### src/hw/rtl/rtufr_pkg.sv
// Types, codes and the CRC-16 step of the RTU receive framer.
package rtufr_pkg;

    // beat kind on the slave side (tuser)
    localparam logic [1:0] FN_BYTE = 2'd0;
    localparam logic [1:0] FN_TICK = 2'd1;
    localparam logic [1:0] FN_EMIT = 2'd2;
    localparam logic [1:0] FN_READ = 2'd3;

    localparam logic [1:0] EV_NONE    = 2'd0;
    localparam logic [1:0] EV_DELIVER = 2'd1;
    localparam logic [1:0] EV_DISCARD = 2'd2;

    localparam logic [2:0] LM_INITIAL   = 3'd0;
    localparam logic [2:0] LM_IDLE      = 3'd1;
    localparam logic [2:0] LM_RECEPTION = 3'd2;
    localparam logic [2:0] LM_CTRL_WAIT = 3'd3;
    localparam logic [2:0] LM_EMISSION  = 3'd4;

    localparam logic [1:0] REG_GAP_SHORT = 2'd0;
    localparam logic [1:0] REG_GAP_LONG  = 2'd1;

    localparam int unsigned SIL_W = 24;
    localparam logic [SIL_W-1:0] SIL_MAX         = 24'hFFFFFF;
    localparam logic [SIL_W-1:0] GAP_SHORT_RESET = 24'd4096;
    localparam logic [SIL_W-1:0] GAP_LONG_RESET  = 24'd9600;

    localparam logic [15:0] CRC_INIT = 16'hFFFF;
    localparam logic [15:0] CRC_POLY = 16'hA001;

    typedef enum logic [4:0] {
        M_INITIAL   = 5'b00001,
        M_IDLE      = 5'b00010,
        M_RECEPTION = 5'b00100,
        M_CTRL_WAIT = 5'b01000,
        M_EMISSION  = 5'b10000
    } t_mode;

    function automatic logic [2:0] mode_code(input t_mode m);
        logic [2:0] c;
        case (m)
            M_INITIAL:   c = LM_INITIAL;
            M_IDLE:      c = LM_IDLE;
            M_RECEPTION: c = LM_RECEPTION;
            M_CTRL_WAIT: c = LM_CTRL_WAIT;
            M_EMISSION:  c = LM_EMISSION;
            default:     c = LM_INITIAL;
        endcase
        return c;
    endfunction

    // reflected CRC-16, one byte
    function automatic logic [15:0] crc_update(input logic [15:0] crc, input logic [7:0] b);
        logic [15:0] c;
        c = crc ^ {8'h00, b};
        for (int k = 0; k < 8; k++) begin
            c = c[0] ? ((c >> 1) ^ CRC_POLY) : (c >> 1);
        end
        return c;
    endfunction

endpackage

### src/hw/rtl/rtufr_bank_ram.sv
// Frame bank store: one write port, one registered read port.
module rtufr_bank_ram #(
    parameter int unsigned DEPTH = 512,
    parameter int unsigned AW    = 9
) (
    input  logic          i_clk,
    input  logic          i_wr_en,
    input  logic [AW-1:0] i_wr_addr,
    input  logic [7:0]    i_wr_data,
    input  logic          i_rd_en,
    input  logic [AW-1:0] i_rd_addr,
    output logic [7:0]    o_rd_data
);
    logic [7:0] r_mem [DEPTH];
    logic [7:0] r_rd_data;

    always_ff @(posedge i_clk) begin
        if (i_wr_en) begin
            r_mem[i_wr_addr] <= i_wr_data;
        end
        if (i_rd_en) begin
            r_rd_data <= r_mem[i_rd_addr];
        end
    end

    assign o_rd_data = r_rd_data;
endmodule

### src/hw/rtl/rtu_frame_receiver_crc16_top.sv
// RTU receive framer with CRC-16 check and double-buffered frame banks.
//
// Slave stream: one beat per event. tuser selects the event: received byte,
// silence tick, emission begun, or read of a completed-frame byte. tdata
// carries the byte, the read index and the response-error flag.
// Master stream: exactly one result beat per slave beat, in order, with the
// frame event, delivered length, CRC verdict, read byte and line mode.
// Config channel: gap registers (short, long) written by index; always ready.
// The result of an accepted beat passes through the request stage, with the
// bank read in flight, and then the output register.
// Throughput: one beat per cycle while the master side does not stall; the
// bank read port is registered, the only multi-cycle path, fully pipelined.
// A stalled master side holds the output register; the slave side keeps
// taking beats until the request stage is also full, then drops tready.
// Reset puts the line in initial mode with the gaps at their defaults; the
// bank contents are not cleared, and only entries written by reception are
// ever read back meaningfully.
module rtu_frame_receiver_crc16_top #(
    parameter int unsigned FRAME_BYTES = 256
) (
    input  logic        i_clk,
    input  logic        i_rst_n,
    input  logic        i_s_tvalid,
    output logic        o_s_tready,
    input  logic [23:0] i_s_tdata,   // rx_byte[7:0], read_index[15:8], response_error[16]
    input  logic [1:0]  i_s_tuser,   // func[1:0]
    output logic        o_m_tvalid,
    input  logic        i_m_tready,
    // frame_event, frame_length, crc_good, read_data, line_mode (low bit up)
    output logic [((2 + $clog2(FRAME_BYTES + 1) + 12) + 7) / 8 * 8 - 1:0] o_m_tdata,
    input  logic        i_cfg_valid,
    output logic        o_cfg_ready,
    input  logic [1:0]  i_cfg_index,
    input  logic [23:0] i_cfg_data
);
    import rtufr_pkg::*;

    localparam int unsigned LEN_W  = $clog2(FRAME_BYTES + 1);
    localparam int unsigned AW     = $clog2(2 * FRAME_BYTES);
    localparam int unsigned RW     = (AW > 8) ? AW : 8;
    localparam int unsigned OUT_W  = 2 + LEN_W + 12;
    localparam int unsigned OUT_TW = (OUT_W + 7) / 8 * 8;

    logic [7:0] rx_byte;
    logic [7:0] read_index;
    logic       resp_err;
    logic [1:0] func;
    assign rx_byte    = i_s_tdata[7:0];
    assign read_index = i_s_tdata[15:8];
    assign resp_err   = i_s_tdata[16];
    assign func       = i_s_tuser;

    // configuration
    logic [SIL_W-1:0] r_gap_short, r_gap_long;
    assign o_cfg_ready = 1'b1;

    always_ff @(posedge i_clk) begin
        if (!i_rst_n) begin
            r_gap_short <= GAP_SHORT_RESET;
            r_gap_long  <= GAP_LONG_RESET;
        end else if (i_cfg_valid) begin
            case (i_cfg_index)
                REG_GAP_SHORT: r_gap_short <= i_cfg_data;
                REG_GAP_LONG:  r_gap_long  <= i_cfg_data;
                default: ;
            endcase
        end
    end

    // line state
    t_mode            r_mode, n_mode;
    logic [SIL_W-1:0] r_sil, n_sil;
    logic [LEN_W-1:0] r_idx, n_idx;
    logic             r_ok, n_ok;
    logic [15:0]      r_crc, n_crc;
    logic             r_bank, n_bank;

    // pipeline
    logic             r_a_valid, r_a_rd;
    logic [1:0]       r_a_ev;
    logic [LEN_W-1:0] r_a_len;
    logic             r_a_crc;
    logic [2:0]       r_a_mode;
    logic             r_b_valid;
    logic [OUT_TW-1:0] r_b_data;

    logic a_move, acc;
    assign a_move     = r_a_valid && (!r_b_valid || i_m_tready);
    assign o_s_tready = !r_a_valid || a_move;
    assign acc        = i_s_tvalid && o_s_tready;

    logic [1:0]       ev;
    logic [LEN_W-1:0] flen;
    logic             fcrc;
    logic             wr_en, rd_en, rd_ok;
    logic [SIL_W-1:0] sil_inc;
    logic [LEN_W-1:0] base_idx;
    logic [15:0]      base_crc;
    logic             base_ok;
    logic             to_cw;
    logic [AW-1:0]    wr_addr, rd_addr;
    logic [RW-1:0]    rd_sum;
    logic [7:0]       mem_q;

    assign sil_inc  = (r_sil == SIL_MAX) ? r_sil : r_sil + 1'b1;
    assign base_idx = (r_mode == M_IDLE) ? '0 : r_idx;
    assign base_crc = (r_mode == M_IDLE) ? CRC_INIT : r_crc;
    assign base_ok  = (r_mode == M_IDLE) ? 1'b1 : r_ok;
    assign wr_addr  = AW'(base_idx) + (r_bank ? AW'(FRAME_BYTES) : '0);
    assign rd_sum   = RW'(read_index) + (r_bank ? RW'(0) : RW'(FRAME_BYTES));
    assign rd_addr  = rd_sum[AW-1:0];
    assign rd_ok    = 32'(read_index) < FRAME_BYTES;
    assign rd_en    = acc && (func == FN_READ);

    always_comb begin
        n_mode = r_mode;
        n_sil  = r_sil;
        n_idx  = r_idx;
        n_ok   = r_ok;
        n_crc  = r_crc;
        n_bank = r_bank;
        ev     = EV_NONE;
        flen   = '0;
        fcrc   = 1'b0;
        wr_en  = 1'b0;
        to_cw  = 1'b0;
        if (acc) begin
            case (func)
                FN_BYTE: begin
                    case (r_mode)
                        M_INITIAL: n_sil = '0;
                        M_IDLE, M_RECEPTION: begin
                            if (base_idx >= LEN_W'(FRAME_BYTES)) begin
                                n_ok = 1'b0;   // overflow: byte dropped
                            end else begin
                                n_ok  = base_ok;
                                wr_en = 1'b1;
                                n_idx = base_idx + 1'b1;
                                n_crc = crc_update(base_crc, rx_byte);
                            end
                            if (r_mode == M_IDLE && base_idx >= LEN_W'(FRAME_BYTES)) begin
                                n_ok = 1'b0;
                            end
                            n_sil  = '0;
                            n_mode = M_RECEPTION;
                        end
                        M_CTRL_WAIT: n_ok = 1'b0;
                        default: ;
                    endcase
                end
                FN_TICK: begin
                    n_sil = sil_inc;
                    case (r_mode)
                        M_INITIAL, M_EMISSION: begin
                            if (sil_inc >= r_gap_long) begin
                                n_mode = M_IDLE;
                                n_sil  = '0;
                            end
                        end
                        M_RECEPTION, M_CTRL_WAIT: begin
                            to_cw = (r_mode == M_CTRL_WAIT) || (sil_inc >= r_gap_short);
                            if (to_cw) begin
                                n_mode = M_CTRL_WAIT;
                            end
                            // short and long gap may both be reached on one tick
                            if (to_cw && sil_inc >= r_gap_long) begin
                                if (r_ok && !resp_err) begin
                                    n_bank = !r_bank;
                                    ev     = EV_DELIVER;
                                    flen   = r_idx;
                                    fcrc   = (r_idx >= LEN_W'(2)) && (r_crc == 16'h0000);
                                end else begin
                                    ev = EV_DISCARD;
                                end
                                n_ok   = 1'b1;
                                n_idx  = '0;
                                n_crc  = CRC_INIT;
                                n_sil  = '0;
                                n_mode = M_IDLE;
                            end
                        end
                        default: ;
                    endcase
                end
                FN_EMIT: begin
                    if (r_mode == M_IDLE) begin
                        n_mode = M_EMISSION;
                        n_sil  = '0;
                    end
                end
                default: ;
            endcase
        end
    end

    always_ff @(posedge i_clk) begin
        if (!i_rst_n) begin
            r_mode <= M_INITIAL;
            r_sil  <= '0;
            r_idx  <= '0;
            r_ok   <= 1'b1;
            r_crc  <= CRC_INIT;
            r_bank <= 1'b0;
        end else begin
            r_mode <= n_mode;
            r_sil  <= n_sil;
            r_idx  <= n_idx;
            r_ok   <= n_ok;
            r_crc  <= n_crc;
            r_bank <= n_bank;
        end
    end

    rtufr_bank_ram #(
        .DEPTH (2 * FRAME_BYTES),
        .AW    (AW)
    ) u_ram (
        .i_clk     (i_clk),
        .i_wr_en   (wr_en),
        .i_wr_addr (wr_addr),
        .i_wr_data (rx_byte),
        .i_rd_en   (rd_en),
        .i_rd_addr (rd_addr),
        .o_rd_data (mem_q)
    );

    // request stage: waits for the bank read
    always_ff @(posedge i_clk) begin
        if (!i_rst_n) begin
            r_a_valid <= 1'b0;
        end else if (acc) begin
            r_a_valid <= 1'b1;
        end else if (a_move) begin
            r_a_valid <= 1'b0;
        end
    end

    always_ff @(posedge i_clk) begin
        if (acc) begin
            r_a_ev   <= ev;
            r_a_len  <= flen;
            r_a_crc  <= fcrc;
            r_a_rd   <= (func == FN_READ) && rd_ok;
            r_a_mode <= mode_code(n_mode);
        end
    end

    // output register
    always_ff @(posedge i_clk) begin
        if (!i_rst_n) begin
            r_b_valid <= 1'b0;
        end else if (a_move) begin
            r_b_valid <= 1'b1;
        end else if (i_m_tready) begin
            r_b_valid <= 1'b0;
        end
    end

    always_ff @(posedge i_clk) begin
        if (a_move) begin
            r_b_data <= OUT_TW'({r_a_mode, (r_a_rd ? mem_q : 8'h00), r_a_crc, r_a_len, r_a_ev});
        end
    end

    assign o_m_tvalid = r_b_valid;
    assign o_m_tdata  = r_b_data;
endmodule

### config.mk
export PLATFORM = sky130hd
export DESIGN_NAME = rtu_frame_receiver_crc16_top
export DESIGN_NICKNAME = d
export VERILOG_FILES = /design/src/hw/rtl/rtufr_pkg.sv /design/src/hw/rtl/rtufr_bank_ram.sv /design/src/hw/rtl/rtu_frame_receiver_crc16_top.sv
export SDC_FILE = /design/constraint.sdc
export NUM_CORES = 2
export LEC_CHECK = 0
export ABC_CLOCK_PERIOD_IN_PS = 4300
export BUFFER_PORTS_ARGS = -buffer_cell sky130_fd_sc_hd__buf_2
export CAP_MARGIN = 20
export CORE_AREA = 2 2 719 435
export CTS_CLUSTER_DIAMETER = 150
export CTS_CLUSTER_SIZE = 30
export DETAILED_ROUTE_END_ITERATION = 8
export DIE_AREA = 0 0 721 437
export PLACE_DENSITY = 0.72
export SYNTH_ARGS = -nofsm -noshare
export SYNTH_HDL_FRONTEND = slang
export SYNTH_SLANG_ARGS = --single-unit
export TNS_END_PERCENT = 10
### constraint.sdc
create_clock -name i_clk -period 4.3 [get_ports i_clk]
set_input_delay 0.43 -clock i_clk [delete_from_list [all_inputs] [get_ports i_clk]]
set_output_delay 0.43 -clock i_clk [all_outputs]
set_load 0.005 [all_outputs]
==> impl_metrics.toml <==
[routing]
wl_met2_mm = 174
ant_nets = 0
first_pass_iters = 8
top_layer = "met5"
avgViaCountPerCell = 6.59
wl_met1_mm = 165
routed-wl-met3_mm = 50.0
vias = 81558
drt_wl_total_mm = 397
drc_errors = 0
wl_per_cell_um = 32.1
drtIter0Drc = 13025

[power_and_ir_drop]
switchingPower_mw = 14.4
report.power.total_mw = 68.7
pwr-share-seq_pct = 66.1
vdd_drop_max_v = 0.000500
power_frac_comb_pct = 6.2
p_sw_share_pct = 20.9
p_leak_nw = 56.3
power_density_nw_per_um2 = 379
pwr-share-clk_pct = 27.7
intPower_mw = 54.3

[timing]
setup_slack_ns = 0.0770
fin_tns_setup_ns = 0
hold_violations = 0
relSlewSlack_pct = 15.4
max_freq_ghz = 0.237
hold_ws_ns = 0.107
finalCriticalPeriod_ns = 4.22
worst_slew_pin_slew_ns = 1.27
setup_viol = 0
final_max_slew_viol_count = 0
fin_crit_sh_pct = 98.2
fin_skew_ns = 0.0646
rsz0062_at_grt = "true"

[synthesis]
synthXorXnorAreaFrac_pct = 0.327
synth_top_flop_cell = "edfxtp_1"
netlist.area_leader.share_pct = 75.0
syn-num-nets = 7836
yosysTopAreaCell = "edfxtp_1"
synth_top_family_by_area = "multiplexers"
synth-simple-area-share_pct = 2.63
synth_compound_area_share_pct = 1.69
async_flop_share_pct = 0
yosys.area_share.adder_pct = 0.400
synth_mux_area_share_pct = 17.3
synth-edff-count = 4143
ys_ff_latch = 4249
syn_avg_cell_area_um2 = 21.5
synth_cell_types = 63
synthTopCellsByArea = "edfxtp_1 (75%), mux4_2 (16%), nor2_1 (1.4%)"
syn_inst = 7726
synth_area_um2 = 166000
yosys_warnings = 0
yosysSeqAreaShare_pct = 76.3

[run]
maxCapViolCount = 0

[layout]
nNetsFinal = 8377
drive_gt1_share_pct = 26.9
final_cells = 12371
final_area_um2 = 181000
area_growth_pct = 9.28
fillerInstances = 21321
final_common_cell = "edfxtp_1"
area.sequential_um2 = 127000
fin_util_pct = 58.8
multi_input_area_um2 = 37400
final_cell_mix = "edfxtp_1 (4143), mux4_2 (1176), buf_4 (624)"

[clocking]
cts_buffers = 167
cts_tree = "done"
clockBufferDepth = 4
clock_tree.root_cell = "clkbuf_16"
cts-htree-levels = 4
clk_pin_slew_worst_paths_ns = 0.12
clock_sinks = 4249
clock_latency_ns = 0.90

[die]
dieArea_um2 = 315000
core_area_um2 = 308000
chipWidth_um = 721
die_y_um = 437
placementRows = 158
start_util_pct = 53.8
ios = 84

[placed_design]
place_inst = 12136
gp_congestion = 0.918
place_area_um2 = 176000
pre_cts_ws_ns = -0.192
io_buffers = 74
hpwl_mm = 254

[setup_path]
worstSetupPathType = "reg2reg"
path_max_fanout = 6
required_ns = 5.00
start_kind = "register"
cp-end-kind = "register"
worstPathArrival_ns = 4.92

[global_routing]
grt_pass1_vias = 79145
grt.overflow.total = 0
grt_first_pass_wirelength_mm = 570
antenna_found_initial = 12
grtUsageTotal_pct = 24.9
grt_max_degree = 213

[hold_path]
hold_class = "in2reg"

[outcome]
outcome = "complete, no violations"
[path summary, 6_finish.rpt]
kind,startpoint,end,slack (ns),depth (start not counted)
max,r_sil[9]$_SDFFE_PN0P_,r_a_mode[2]$_DFFE_PP_,0.08,15
min,i_s_tdata[3],u_ram.r_mem[45][3]$_DFFE_PP_,0.11,1
max reg2reg,r_sil[9]$_SDFFE_PN0P_,r_a_mode[2]$_DFFE_PP_,0.08,15
min reg2reg,r_a_ev[0]$_SDFFCE_PN0P_,o_m_tdata[0]$_DFFE_PP_,0.43,0
[cell families (layout without fill, tap and decap cells)]
logic type / count (synthesis) / in the layout
muxes: 1393 / 1393
xor gates and xnor gates: 62 / 62
other: 2 / 4
DFF: 4249 / 4249
AOI/OAI and AO/OA: 413 / 413
buffers and inverters: 524 / 1087
adders and majority gates: 53 / 53
and+or+nand+nor: 1030 / 1030
[power groups by stage]
stage	logic [mW]	clock network [mW]	registers (mW)
after floorplan	2.17	0	46.4
after global placement	4.06	0	46.3
after detailed placement	4.16	0	46.4
after CTS	4.19	19.2	45.4
after global routing	4.43	20.5	45.4
final	4.23	19.0	45.4
[registers in the layout (all words and copies together) (netlist names), 2 cells and up]
signal,flops
r_a_mode,3
r_a_len,9
r_idx,9
u_ram.r_mem,4096
r_mode,5
r_crc,16
r_sil,24
u_ram.o_rd_data,8
o_m_tdata,23
r_gap_long,24
r_a_ev,2
r_gap_short,24
[final cells by class]
class	count	share of cell area, %
repair buffers	834	4.16
clock buffers	186	2.38
flip-flops and latches	4249	69.8
clock inverters	5	0.0324
diodes	2	0.00276
well taps	4080	2.82
multi-input cells	2953	20.7
inverters	62	0.128
[cell usage after synthesis, types with 41 or more instances]
cell type	number
ha_1	53
a22oi_1	127
xnor2_1	49
buf_2	114
nor2_1	599
buf_1	52
a21oi_1	89
nand2_1	197
inv_1	61
edfxtp_1	4143
dfxtp_1	106
nand3_1	72
mux2i_1	208
o21ai_0	41
clkbuf_1	271
mux4_2	1176
[worst max-delay path, cell delays in order (launching register included)]
cell and delay (ns):
dfxtp_1 0.34, and4_1 0.23, and4_2 0.29, and4_2 0.27, nor2_1 0.17, nand4_1 0.14
xnor2_1 0.22, ha_1 0.28, a21o_1 0.20, a21o_1 0.18, a2111oi_1 0.51, o21a_2 0.30
a31oi_2 0.12, a32o_1 0.30, buf_4 0.17, nor4bb_4 0.32
[repair_timing]
action | in CTS | in global routing
setup buffers | 2 | 2
hold buffers | 37 | 0
gates resized for setup | 3 | 39
setup endpoints to repair | 54 | 81
cloned | 0 | 0
endpoints found under the hold margin | 243 | 0
pin swaps | 2 | 3
[metal layers]
layer | global-route usage (%) | vias to the layer above
met4 | 4.31 | 6
met5 | 0.531 | -
met2 | 35.4 | 4981
met3 | 6.49 | 420
met1 | 39.7 | 43268
li1 | - | 32883
(Power assumes the default switching activity.)
